--- config.mk ---
export PLATFORM = sky130hd
export DESIGN_NAME = two_wire_segment_display_writer_top
export DESIGN_NICKNAME = d
export VERILOG_FILES = /design/src/hdl/twsdw_pkg.sv /design/src/hdl/two_wire_segment_display_writer_top.sv /design/src/hdl/twsdw_front.sv /design/src/hdl/twsdw_queue.sv /design/src/hdl/twsdw_back.sv
export SDC_FILE = /design/constraint.sdc
export NUM_CORES = 1
export LEC_CHECK = 0
export ABC_AREA = 0
export ABC_CLOCK_PERIOD_IN_PS = 3200
export BUFFER_PORTS_ARGS = -buffer_cell sky130_fd_sc_hd__buf_2
export CORE_MARGIN = 4
export CORE_UTILIZATION = 50
export CTS_BUF_LIST = sky130_fd_sc_hd__clkbuf_4 sky130_fd_sc_hd__clkbuf_8
export DETAILED_ROUTE_END_ITERATION = 10
export HOLD_SLACK_MARGIN = 0.12
export PLACE_DENSITY_LB_ADDON = 0.3
export SYNTH_ARGS = -nofsm -noshare
export SYNTH_HDL_FRONTEND = slang
export SYNTH_SLANG_ARGS = --single-unit
--- constraint.sdc ---
create_clock -name clk -period 3.2 [get_ports clk]
set_input_delay 0.64 -clock clk [delete_from_list [all_inputs] [get_ports clk]]
set_output_delay 0.64 -clock clk [all_outputs]
set_load 0.05 [all_outputs]
--- src/hdl/twsdw_pkg.sv ---
package twsdw_pkg;

  // op field codes on the input channel
  localparam logic [1:0] OP_TICK  = 2'd0;
  localparam logic [1:0] OP_LOAD  = 2'd1;
  localparam logic [1:0] OP_START = 2'd2;

  // configuration register indexes
  localparam logic [1:0] REG_AUTO_INC   = 2'd0;
  localparam logic [1:0] REG_START_ADDR = 2'd1;
  localparam logic [1:0] REG_DISP_CTRL  = 2'd2;

  localparam logic [7:0] AUTO_INC_RESET   = 8'h40;
  localparam logic [7:0] START_ADDR_RESET = 8'hC0;
  localparam logic [7:0] DISP_CTRL_RESET  = 8'h88;

  // transfer numbers within one sequence
  localparam logic [1:0] XFER_CMD  = 2'd0;
  localparam logic [1:0] XFER_DATA = 2'd1;
  localparam logic [1:0] XFER_CTRL = 2'd2;

  localparam logic [2:0] LAST_BIT = 3'd7;

  localparam int unsigned QUEUE_DEPTH = 4;
  localparam int unsigned QPTR_W      = 2;
  localparam int unsigned QCNT_W      = 3;

  typedef enum logic [1:0] {
    CMD_TICK  = 2'd0,
    CMD_LOAD  = 2'd1,
    CMD_START = 2'd2,
    CMD_NOP   = 2'd3
  } cmd_t;

  typedef struct packed {
    cmd_t       cmd;
    logic [7:0] data;
    logic       sense;
  } beat_t;

  typedef struct packed {
    logic [7:0] auto_inc;
    logic [7:0] start_addr;
    logic [7:0] disp_ctrl;
  } cfg_t;

endpackage

--- src/hdl/two_wire_segment_display_writer_top.sv ---
// A result beat passes the input register, the command queue and the sequencer
// output register before it is offered; a full queue or a stalled output holds it.
// Throughput: one beat per cycle while neither the queue nor the output stalls;
// the sequencer handles each queued beat as it pops it.
// Reset (rst, synchronous, active high) empties the queue, idles the sequencer,
// clears the byte count and restores the three command registers.
module two_wire_segment_display_writer_top #(
  parameter int unsigned MAX_BYTES     = 8,
  parameter int unsigned STRETCH_LIMIT = 20
) (
  input  logic       clk,
  input  logic       rst,
  input  logic       in_valid,
  output logic       in_ready,
  input  logic [1:0] op,
  input  logic [7:0] data_byte,
  input  logic       clock_sense,
  output logic       out_valid,
  input  logic       out_ready,
  output logic       clock_drive,
  output logic       data_drive,
  output logic       busy_res,
  output logic       done_res,
  input  logic       cfg_we,
  input  logic [1:0] cfg_index,
  input  logic [7:0] cfg_data
);

  twsdw_pkg::cfg_t  cfg;
  twsdw_pkg::beat_t push_beat;
  twsdw_pkg::beat_t head;
  logic             push, q_full, q_empty, pop;

  always_ff @(posedge clk) begin
    if (rst) begin
      cfg.auto_inc   <= twsdw_pkg::AUTO_INC_RESET;
      cfg.start_addr <= twsdw_pkg::START_ADDR_RESET;
      cfg.disp_ctrl  <= twsdw_pkg::DISP_CTRL_RESET;
    end else if (cfg_we) begin
      case (cfg_index)
        twsdw_pkg::REG_AUTO_INC:   cfg.auto_inc   <= cfg_data;
        twsdw_pkg::REG_START_ADDR: cfg.start_addr <= cfg_data;
        twsdw_pkg::REG_DISP_CTRL:  cfg.disp_ctrl  <= cfg_data;
        default: ;
      endcase
    end
  end

  twsdw_front u_front (
    .clk         (clk),
    .rst         (rst),
    .in_valid    (in_valid),
    .in_ready    (in_ready),
    .op          (op),
    .data_byte   (data_byte),
    .clock_sense (clock_sense),
    .push        (push),
    .push_beat   (push_beat),
    .q_full      (q_full)
  );

  twsdw_queue u_queue (
    .clk       (clk),
    .rst       (rst),
    .push      (push),
    .push_beat (push_beat),
    .full      (q_full),
    .pop       (pop),
    .empty     (q_empty),
    .head      (head)
  );

  twsdw_back #(
    .MAX_BYTES     (MAX_BYTES),
    .STRETCH_LIMIT (STRETCH_LIMIT)
  ) u_back (
    .clk         (clk),
    .rst         (rst),
    .cfg         (cfg),
    .empty       (q_empty),
    .head        (head),
    .pop         (pop),
    .out_valid   (out_valid),
    .out_ready   (out_ready),
    .clock_drive (clock_drive),
    .data_drive  (data_drive),
    .busy_res    (busy_res),
    .done_res    (done_res)
  );

endmodule

--- src/hdl/twsdw_front.sv ---
module twsdw_front (
  input  logic               clk,
  input  logic               rst,
  input  logic               in_valid,
  output logic               in_ready,
  input  logic [1:0]         op,
  input  logic [7:0]         data_byte,
  input  logic               clock_sense,
  output logic               push,
  output twsdw_pkg::beat_t   push_beat,
  input  logic               q_full
);

  logic             held;
  twsdw_pkg::beat_t beat;
  twsdw_pkg::cmd_t  cmd_dec;

  always_comb begin
    case (op)
      twsdw_pkg::OP_TICK:  cmd_dec = twsdw_pkg::CMD_TICK;
      twsdw_pkg::OP_LOAD:  cmd_dec = twsdw_pkg::CMD_LOAD;
      twsdw_pkg::OP_START: cmd_dec = twsdw_pkg::CMD_START;
      default:             cmd_dec = twsdw_pkg::CMD_NOP;
    endcase
  end

  assign push      = held && !q_full;
  assign push_beat = beat;
  assign in_ready  = !held || push;

  always_ff @(posedge clk) begin
    if (rst) begin
      held <= 1'b0;
    end else begin
      if (in_valid && in_ready) begin
        held       <= 1'b1;
        beat.cmd   <= cmd_dec;
        beat.data  <= data_byte;
        beat.sense <= clock_sense;
      end else if (push) begin
        held <= 1'b0;
      end
    end
  end

endmodule

--- src/hdl/twsdw_queue.sv ---
module twsdw_queue (
  input  logic             clk,
  input  logic             rst,
  input  logic             push,
  input  twsdw_pkg::beat_t push_beat,
  output logic             full,
  input  logic             pop,
  output logic             empty,
  output twsdw_pkg::beat_t head
);

  twsdw_pkg::beat_t                   slots [twsdw_pkg::QUEUE_DEPTH];
  logic [twsdw_pkg::QPTR_W-1:0]       wr_ptr;
  logic [twsdw_pkg::QPTR_W-1:0]       rd_ptr;
  logic [twsdw_pkg::QCNT_W-1:0]       fill;

  assign full  = (fill == twsdw_pkg::QCNT_W'(twsdw_pkg::QUEUE_DEPTH));
  assign empty = (fill == '0);
  assign head  = slots[rd_ptr];

  always_ff @(posedge clk) begin
    if (push) begin
      slots[wr_ptr] <= push_beat;
    end
  end

  always_ff @(posedge clk) begin
    if (rst) begin
      wr_ptr <= '0;
      rd_ptr <= '0;
      fill   <= '0;
    end else begin
      if (push) begin
        wr_ptr <= wr_ptr + 1'b1;
      end
      if (pop) begin
        rd_ptr <= rd_ptr + 1'b1;
      end
      case ({push, pop})
        2'b10:   fill <= fill + 1'b1;
        2'b01:   fill <= fill - 1'b1;
        default: fill <= fill;
      endcase
    end
  end

endmodule

--- src/hdl/twsdw_back.sv ---
module twsdw_back #(
  parameter int unsigned MAX_BYTES     = 8,
  parameter int unsigned STRETCH_LIMIT = 20
) (
  input  logic             clk,
  input  logic             rst,
  input  twsdw_pkg::cfg_t  cfg,
  input  logic             empty,
  input  twsdw_pkg::beat_t head,
  output logic             pop,
  output logic             out_valid,
  input  logic             out_ready,
  output logic             clock_drive,
  output logic             data_drive,
  output logic             busy_res,
  output logic             done_res
);

  localparam int unsigned CNT_W = $clog2(MAX_BYTES + 1);
  localparam int unsigned IDX_W = (MAX_BYTES > 1) ? $clog2(MAX_BYTES) : 1;
  localparam int unsigned SC_W  = $clog2(STRETCH_LIMIT + 1);

  typedef enum logic [3:0] {
    PH_IDLE, PH_ST1, PH_ST2, PH_BIT, PH_BSTR, PH_ACK, PH_ASTR, PH_SP1, PH_SP2
  } phase_t;

  logic [7:0]       byte_buffer [MAX_BYTES];
  phase_t           phase, phase_next;
  logic [CNT_W-1:0] byte_count, byte_count_next;
  logic [CNT_W-1:0] send_index, send_index_next;
  logic [1:0]       transfer_number, transfer_number_next;
  logic [7:0]       shift_byte, shift_byte_next;
  logic [2:0]       bit_index, bit_index_next;
  logic [SC_W-1:0]  stretch_count, stretch_count_next;
  logic [1:0]       line_levels, line_levels_next;
  logic             load_en;
  logic             res_clock, res_data, res_busy, res_done;
  logic [7:0]       buf_head;
  logic             stretching;

  assign pop        = !empty && (!out_valid || out_ready);
  assign buf_head   = byte_buffer[send_index[IDX_W-1:0]];
  assign stretching = !head.sense && (stretch_count < SC_W'(STRETCH_LIMIT));

  always_comb begin
    phase_next           = phase;
    byte_count_next      = byte_count;
    send_index_next      = send_index;
    transfer_number_next = transfer_number;
    shift_byte_next      = shift_byte;
    bit_index_next       = bit_index;
    stretch_count_next   = stretch_count;
    line_levels_next     = line_levels;
    load_en              = 1'b0;
    res_done             = 1'b0;

    case (head.cmd)
      twsdw_pkg::CMD_LOAD: begin
        if (phase == PH_IDLE && byte_count < CNT_W'(MAX_BYTES)) begin
          load_en         = 1'b1;
          byte_count_next = byte_count + 1'b1;
        end
      end
      twsdw_pkg::CMD_START: begin
        if (phase == PH_IDLE) begin
          transfer_number_next = twsdw_pkg::XFER_CMD;
          send_index_next      = '0;
          phase_next           = PH_ST1;
        end
      end
      twsdw_pkg::CMD_TICK: begin
        case (phase)
          PH_IDLE: ;
          PH_ST1: begin
            line_levels_next = 2'b11;
            phase_next       = PH_ST2;
          end
          PH_ST2: begin
            line_levels_next = 2'b10;
            case (transfer_number)
              twsdw_pkg::XFER_CMD:  shift_byte_next = cfg.auto_inc;
              twsdw_pkg::XFER_DATA: shift_byte_next = cfg.start_addr;
              default:              shift_byte_next = cfg.disp_ctrl;
            endcase
            bit_index_next = '0;
            phase_next     = PH_BIT;
          end
          PH_BIT: begin
            line_levels_next   = {1'b1, shift_byte[0]};
            stretch_count_next = '0;
            phase_next         = PH_BSTR;
          end
          PH_BSTR: begin
            if (stretching) begin
              line_levels_next   = {1'b1, shift_byte[0]};
              stretch_count_next = stretch_count + 1'b1;
            end else begin
              // finish the bit and run the next phase in the same tick
              shift_byte_next    = {1'b0, shift_byte[7:1]};
              stretch_count_next = '0;
              if (bit_index >= twsdw_pkg::LAST_BIT) begin
                line_levels_next = 2'b01;
                phase_next       = PH_ASTR;
              end else begin
                bit_index_next   = bit_index + 1'b1;
                line_levels_next = {1'b1, shift_byte[1]};
                phase_next       = PH_BSTR;
              end
            end
          end
          PH_ACK: begin
            line_levels_next   = 2'b01;
            stretch_count_next = '0;
            phase_next         = PH_ASTR;
          end
          PH_ASTR: begin
            if (stretching) begin
              line_levels_next   = 2'b11;
              stretch_count_next = stretch_count + 1'b1;
            end else if (transfer_number == twsdw_pkg::XFER_DATA &&
                         send_index < byte_count) begin
              // next display byte, first bit goes out now
              shift_byte_next    = buf_head;
              send_index_next    = send_index + 1'b1;
              bit_index_next     = '0;
              line_levels_next   = {1'b1, buf_head[0]};
              stretch_count_next = '0;
              phase_next         = PH_BSTR;
            end else begin
              line_levels_next = 2'b00;
              phase_next       = PH_SP2;
            end
          end
          PH_SP1: begin
            line_levels_next = 2'b00;
            phase_next       = PH_SP2;
          end
          PH_SP2: begin
            line_levels_next = 2'b10;
            if (transfer_number >= twsdw_pkg::XFER_CTRL) begin
              res_done = 1'b1;
            end else begin
              transfer_number_next = transfer_number + 1'b1;
              phase_next           = PH_ST1;
            end
          end
          default: begin
            phase_next = PH_IDLE;
          end
        endcase
      end
      default: ;
    endcase

    res_clock = line_levels_next[1];
    res_data  = line_levels_next[0];
    res_busy  = (phase_next != PH_IDLE);

    // end of sequence: release both lines and drop the frame
    if (res_done) begin
      phase_next           = PH_IDLE;
      transfer_number_next = twsdw_pkg::XFER_CMD;
      byte_count_next      = '0;
      send_index_next      = '0;
      line_levels_next     = 2'b11;
    end
  end

  always_ff @(posedge clk) begin
    if (pop && load_en) begin
      byte_buffer[byte_count[IDX_W-1:0]] <= head.data;
    end
  end

  always_ff @(posedge clk) begin
    if (rst) begin
      phase           <= PH_IDLE;
      byte_count      <= '0;
      send_index      <= '0;
      transfer_number <= '0;
      shift_byte      <= '0;
      bit_index       <= '0;
      stretch_count   <= '0;
      line_levels     <= 2'b00;
      out_valid       <= 1'b0;
    end else begin
      if (pop) begin
        phase           <= phase_next;
        byte_count      <= byte_count_next;
        send_index      <= send_index_next;
        transfer_number <= transfer_number_next;
        shift_byte      <= shift_byte_next;
        bit_index       <= bit_index_next;
        stretch_count   <= stretch_count_next;
        line_levels     <= line_levels_next;
        out_valid       <= 1'b1;
        clock_drive     <= res_clock;
        data_drive      <= res_data;
        busy_res        <= res_busy;
        done_res        <= res_done;
      end else if (out_ready) begin
        out_valid <= 1'b0;
      end
    end
  end

endmodule

==> impl_metrics.json, run 1 <==
{
  "clkTransAtPathRegs_ns": 0.10,
  "drt-initial-drc-count": 282,
  "die_w_um": 136,
  "cts-hold-fix-buffers": 0,
  "htree_num_levels": 4,
  "via_per_inst": 5.66,
  "slew_headroom": 0.604,
  "status": "complete, no violations",
  "synthArstFlopShare": 0,
  "place.gp.congestion": 0.868,
  "p_switching_w": 0.00201,
  "yosysSeqAreaShare": 0.621,
  "synth_nets": 668,
  "setup.worst_path.start_class": "flip-flop",
  "pre_cts_slack_ns": 0.439,
  "synth.most_common_cell": "edfxtp_1",
  "clockPowerShare": 0.256,
  "cp-end-kind": "flip-flop",
  "finalHoldViolCount": 0,
  "cts-root-buf": "clkbuf_8",
  "rows": 46,
  "finalCritPeriodShare": 0.820,
  "ys_seq_elements": 193,
  "internal_power_w": 0.00415,
  "yosys-top-cells-area": "edfxtp_1, dfxtp_1, mux4_2",
  "worst-endpoint-arrival_ns": 3.03,
  "maxCapViolCount": 0,
  "finalClockSkew_ns": 0.0191,
  "numCtsBuffers": 17,
  "drive_gt1_frac": 0.185,
  "n_antenna_cell": 0,
  "die_h_um": 136,
  "antenna_found_initial": 0,
  "dp_hpwl_mm": 10.8,
  "post_cts_buffers": 0,
  "synth-main-ff-cell": "edfxtp_1",
  "ir_drop_uv": 389,
  "cts_resized": 0,
  "netlist_area_mm2": 0.00820,
  "fill_cells": 1337,
  "min_period_ns": 2.62,
  "final_nets": 706,
  "total_power_w": 0.00616,
  "wl_per_cell_um": 17.0,
  "yosysTopAreaCell": "edfxtp_1",
  "port_buffers": 31,
  "rsz0062_at_grt": "false",
  "areaGrowthSynthToFinish_pct": 10.5,
  "synth_commonest_cells": "edfxtp_1, dfxtp_1, nor2_1",
  "grt_pass1_wl_mm": 25.1,
  "setup_tns_ns": 0,
  "drtAntennaViolNets": 0,
  "core_area_mm2": 0.0160,
  "cp.required_ns": 3.61,
  "io_pins": 32,
  "p_leak_nw": 3.14,
  "fmax_mhz": 381,
  "p_sw_frac": 0.326,
  "worstMarginPinSlew_ns": 0.592,
  "clock_path_buffers": 2,
  "final_max_slew_viol_count": 0,
  "initial_core_util": 0.513,
  "fin_ws_ns": 0.577,
  "dr.pass1.iters": 5,
  "combinationalPowerShare": 0.251,
  "via_count": 5047,
  "synth_top_area_frac": 0.450,
  "clk_latency_ns": 0.47,
  "grt_pass1_vias": 4979,
  "p_per_area_mw_per_mm2": 680,
  "drcViolationCount": 0,
  "overflow": 0,
  "seqPwrFrac": 0.494,
  "setup_viol": 0,
  "path_class": "reg2reg",
  "synthDistinctLibCells": 64,
  "netlist_instances": 625,
  "hold_path.class": "in2reg",
  "syn_area_per_cell_um2": 13.1,
  "crit_fanout": 16,
  "cts_sinks": 193,
  "die-area_mm2": 0.0185,
  "grt_max_degree": 41,
  "wl_mm": 15.1,
  "synth_edf_count": 123,
  "cts_tree": "yes",
  "yosys_warnings": 0,
  "track_usage": 0.175
}
cell usage in the layout, fill, tap and decap left out, drive strengths merged, types with 17 or more instances in the layout:
master,Yosys,routed
mux4,27,27
clkbuf,24,17
nand2,38,38
a21oi,23,23
inv,19,27
edfxtp,123,123
mux2i,33,33
buf,10,53
o21ai,20,20
dfxtp,70,70
nor2,67,67
critical path, cell delays in order (launching register included):
cell and delay (ns):
dfxtp_1 0.48, mux4_2 0.58, nor2_1 0.50, a211oi_1 0.19
o211a_1 0.15, buf_4 0.19, a21oi_1 0.27, mux2_2 0.22
final cells by class:
type                            instances  area [um^2]  share of cell area
Inverter                               20         75.1             0.00829
Sequential cell                       193         5090               0.562
Clock inverter                         15          176              0.0195
Tap cell                              216          270              0.0298
Multi-Input combinational cell        378         2890               0.319
Timing Repair Buffer                   53          320              0.0354
Clock buffer                           17          234              0.0258
cells by family (layout without fill, tap and decap cells):
family          Yosys count  count (layout)  synth area share
fa+ha+maj                17              17            0.0268
flops                   193             193             0.621
xor+xnor                  9               9           0.00961
compound gates          105             105            0.0854
simple gates            179             179             0.105
buf+inv                  54             105            0.0265
mux                      68              68             0.125
sequential cells by signal, indices dropped and copies added (netlist names), named ones only:
register                flops
u_back.byte_buffer         64
u_back.out_valid            1
cfg                        24
u_back.phase                4
u_back.clock_drive          1
u_queue.slots              44
u_back.busy_res             1
u_back.transfer_number      2
u_back.byte_count           4
u_back.bit_index            3
u_back.data_drive           1
u_back.done_res             1
u_back.stretch_count        5
u_front.push_beat          11
u_back.send_index           4
u_front.held                1
u_back.shift_byte           8
u_queue.rd_ptr              2
u_queue.wr_ptr              2
u_queue.fill                3
u_back.line_levels          2
power groups by stage:
stage | Sequential, W | Combinational, W | Clock, W
2_1_floorplan | 0.00312 | 0.00110 | 0
3_3_place_gp | 0.00309 | 0.00149 | 0
3_5_place_dp | 0.00310 | 0.00153 | 0
4_1_cts | 0.00304 | 0.00154 | 0.00163
5_1_grt | 0.00307 | 0.00170 | 0.00174
6_report | 0.00304 | 0.00154 | 0.00157
stage by stage:
stage	hold WS, ns	instance area (um^2)	std cells	utilization
after CTS	0.301	9060	892	0.566
after detailed placement	0.468	8650	860	0.541
after global placement	0.461	8650	860	0.541
final	0.343	9060	892	0.566
after global routing	0.290	9060	892	0.566
after floorplan	0.442	8200	625	-
layer usage:
layer | share of wire | track usage | vias to the layer above
met5 | 0 | 0 | -
met1 | 0.44 | 0.222 | 2473
li1 | - | - | 2420
met2 | 0.50 | 0.295 | 132
met3 | 0.045 | 0.0352 | 22
met4 | 0.016 | 0.0689 | 0
path summary, 6_finish.rpt:
path                                       start  cells after the start  slack, ns                   end
worst max-delay path                   flip-flop                      7       0.58   u_back.bit_index[0]
worst min-delay path                data_byte[4]                      1       0.34  u_front.push_beat[5]
worst max register to register         flip-flop                      7       0.58   u_back.bit_index[0]
worst min register to register  u_back.out_valid                      2       0.47      u_back.out_valid
(Power assumes the default switching activity.)
==> inputs of run 2 (changes only) <==
--- a/config.mk
+++ b/config.mk
@@ -6,7 +6,7 @@
 export NUM_CORES = 1
 export LEC_CHECK = 0
 export ABC_AREA = 0
-export ABC_CLOCK_PERIOD_IN_PS = 3200
+export ABC_CLOCK_PERIOD_IN_PS = 2300
 export BUFFER_PORTS_ARGS = -buffer_cell sky130_fd_sc_hd__buf_2
 export CORE_MARGIN = 4
 export CORE_UTILIZATION = 50
==> constraint.sdc (replaced) <==
create_clock -name clk -period 2.3 [get_ports clk]
set_input_delay 0.46 -clock clk [delete_from_list [all_inputs] [get_ports clk]]
set_output_delay 0.46 -clock clk [all_outputs]
set_load 0.05 [all_outputs]
==> run 2 against run 1 <==
  * Hold slack worse by 0.18 ns
  * Routed wire length up 8.7%
  * Clock power up 43%
  * Sequential cell count unchanged
  * Final cell count grew 5.4%
  * Worst setup slack lost 0.52 ns
  * Register-to-register slack worse by 0.52 ns
  * Global-route usage increased by 1.2 points
  * Clock skew is 0.0031 ns lower
  * Via count up 5.0%
  * Sequential power up 38%
  * Critical endpoint is now u_back.shift_byte[7]
  * Highest routed layer unchanged
==> impl_metrics.json, run 2 (synthesis gave the netlist of run 1 again) <==
{
  "status": "complete, no violations",
  "crit_path_start": "u_queue.slots[3][9]",
  "drt-initial-drc-count": 290,
  "fmax_mhz": 446,
  "min_period_ns": 2.24,
  "rows": 46,
  "p_per_area_mw_per_mm2": 940,
  "setup_viol": 0,
  "cp.required_ns": 2.65,
  "drtAntennaViolNets": 0,
  "use_met3": 0.0415,
  "internal_power_w": 0.00604,
  "maxCapViolCount": 0,
  "largest_register_ffs": 64,
  "die-area_mm2": 0.0185,
  "final_max_slew_viol_count": 0,
  "setup_tns_ns": 0,
  "finalHoldViolCount": 0,
  "slew_headroom": 0.605,
  "antenna_found_initial": 0,
  "track_usage": 0.187,
  "cpPeakStageDelay_ns": 0.55,
  "dpl-instance-area_mm2": 0.00894,
  "crit_fanout": 8,
  "rr_startpoint": "u_queue.slots[3][9]",
  "path_class": "reg2reg",
  "p_leak_nw": 3.39,
  "place.gp.congestion": 0.880,
  "p_sw_frac": 0.330,
  "n_antenna_cell": 0,
  "setup.worst_path.start_class": "flip-flop",
  "final_nets": 754,
  "dr.pass1.iters": 5,
  "cts_tree": "yes",
  "io_pins": 32,
  "wl_mm": 16.5,
  "areaGrowthSynthToFinish_pct": 17.0,
  "final_util": 0.600,
  "cp-end-kind": "flip-flop",
  "grt-busiest-layer": "met2",
  "seqPwrFrac": 0.466,
  "crit_slowest_cell": "mux4_2",
  "die_h_um": 136,
  "clk_latency_ns": 0.47,
  "worst-endpoint-arrival_ns": 2.59,
  "pre_cts_slack_ns": -0.0615,
  "clockPowerShare": 0.249,
  "htree_num_levels": 4,
  "p_switching_w": 0.00297,
  "stdcell_count": 940,
  "dpl.cell_count": 895,
  "drive_gt1_frac": 0.253,
  "ir_drop_uv": 584,
  "hold_path.class": "in2reg",
  "hp-start": "op[1]",
  "path_cells": "mux4_2 > or2_4 > nor3_4 > o211a_4 > buf_12 > mux2i_1 > nor2_1",
  "mostFrequentLayoutCells": "edfxtp_1, dfxtp_1, nor2_1, buf_4, nand2_1",
  "dp_hpwl_mm": 11.7,
  "overflow": 0,
  "via_per_inst": 5.64,
  "rsz0062_at_grt": "true",
  "finalCritPeriodShare": 0.975,
  "use_met1": 0.238,
  "port_buffers": 31,
  "finalClockSkew_ns": 0.0159,
  "wl_per_cell_um": 17.5,
  "numCtsBuffers": 17,
  "fin_ws_ns": 0.0564,
  "clock_path_buffers": 2,
  "final_common_cell": "edfxtp_1",
  "cts_sinks": 193,
  "grt_pass1_vias": 5288,
  "grt_util_met2": 0.319,
  "combinationalPowerShare": 0.285,
  "core_area_mm2": 0.0160,
  "die_w_um": 136,
  "clkTransAtPathRegs_ns": 0.10,
  "worstMarginPinSlew_ns": 0.590,
  "grt_max_degree": 24,
  "initial_core_util": 0.513,
  "final_cell_area_mm2": 0.00959,
  "via_count": 5298,
  "cts-root-buf": "clkbuf_8",
  "grt_pass1_wl_mm": 26.8,
  "drcViolationCount": 0
}
-- run 2: metrics by stage --
| step | hold slack (ns) | power (W) |
|---|---|---|
| after floorplan | 0.442 | 0.00588 |
| after global placement | 0.455 | 0.00664 |
| after detailed placement | 0.461 | 0.00671 |
| after CTS | 0.121 | 0.00900 |
| after global routing | 0.122 | 0.00950 |
| final | 0.165 | 0.00902 |
-- run 2: repair_timing --
item,in CTS,in global routing
setup endpoints to repair,42,54
buffers inserted,0,3
pin swaps,0,6
hold endpoints to repair,9,0
resized for setup,2,26
hold buffers,9,0
gates cloned,0,1
-- run 2: final cells by class --
cell class / count / area, um^2
Clock buffer: 17 / 234
Sequential cell: 193 / 5100
Fill cell: 1288 / 6410
Clock inverter: 15 / 189
Tap cell: 216 / 270
Inverter: 20 / 75.1
Multi-Input combinational cell: 378 / 2980
Timing Repair Buffer: 101 / 744
-- run 2: path summary, 6_finish.rpt --
kind / endpoint / slack, ns / cells after the start
hold / removal: u_front.push_beat[10] / 0.17 / 1
setup reg to reg: u_back.shift_byte[7] / 0.06 / 7
hold reg to reg: u_back.out_valid / 0.47 / 2
setup / recovery: u_back.shift_byte[7] / 0.06 / 7
-- run 2: power by group through the flow --
stage | clock, W | combinational, W | sequential [W]
6_report | 0.00225 | 0.00257 | 0.00420
5_1_grt | 0.00246 | 0.00282 | 0.00423
4_1_cts | 0.00232 | 0.00248 | 0.00420
3_5_place_dp | 0 | 0.00244 | 0.00428
3_3_place_gp | 0 | 0.00238 | 0.00426
2_1_floorplan | 0 | 0.00154 | 0.00434
-- run 2: worst max-delay path: cells and delay by family (launching register included) --
family / cells / cell delay [ns]
buffers and inverters: 1 / 0.13
DFF: 1 / 0.40
and+or+nand+nor: 3 / 0.60
AOI/OAI and AO/OA: 1 / 0.26
muxes: 2 / 0.73
-- run 2: metal layers --
metal	wire length [um]	part of all wire
met1	7060	0.43
met2	8380	0.51
met3	751	0.046
met4	274	0.017
met5	0	0
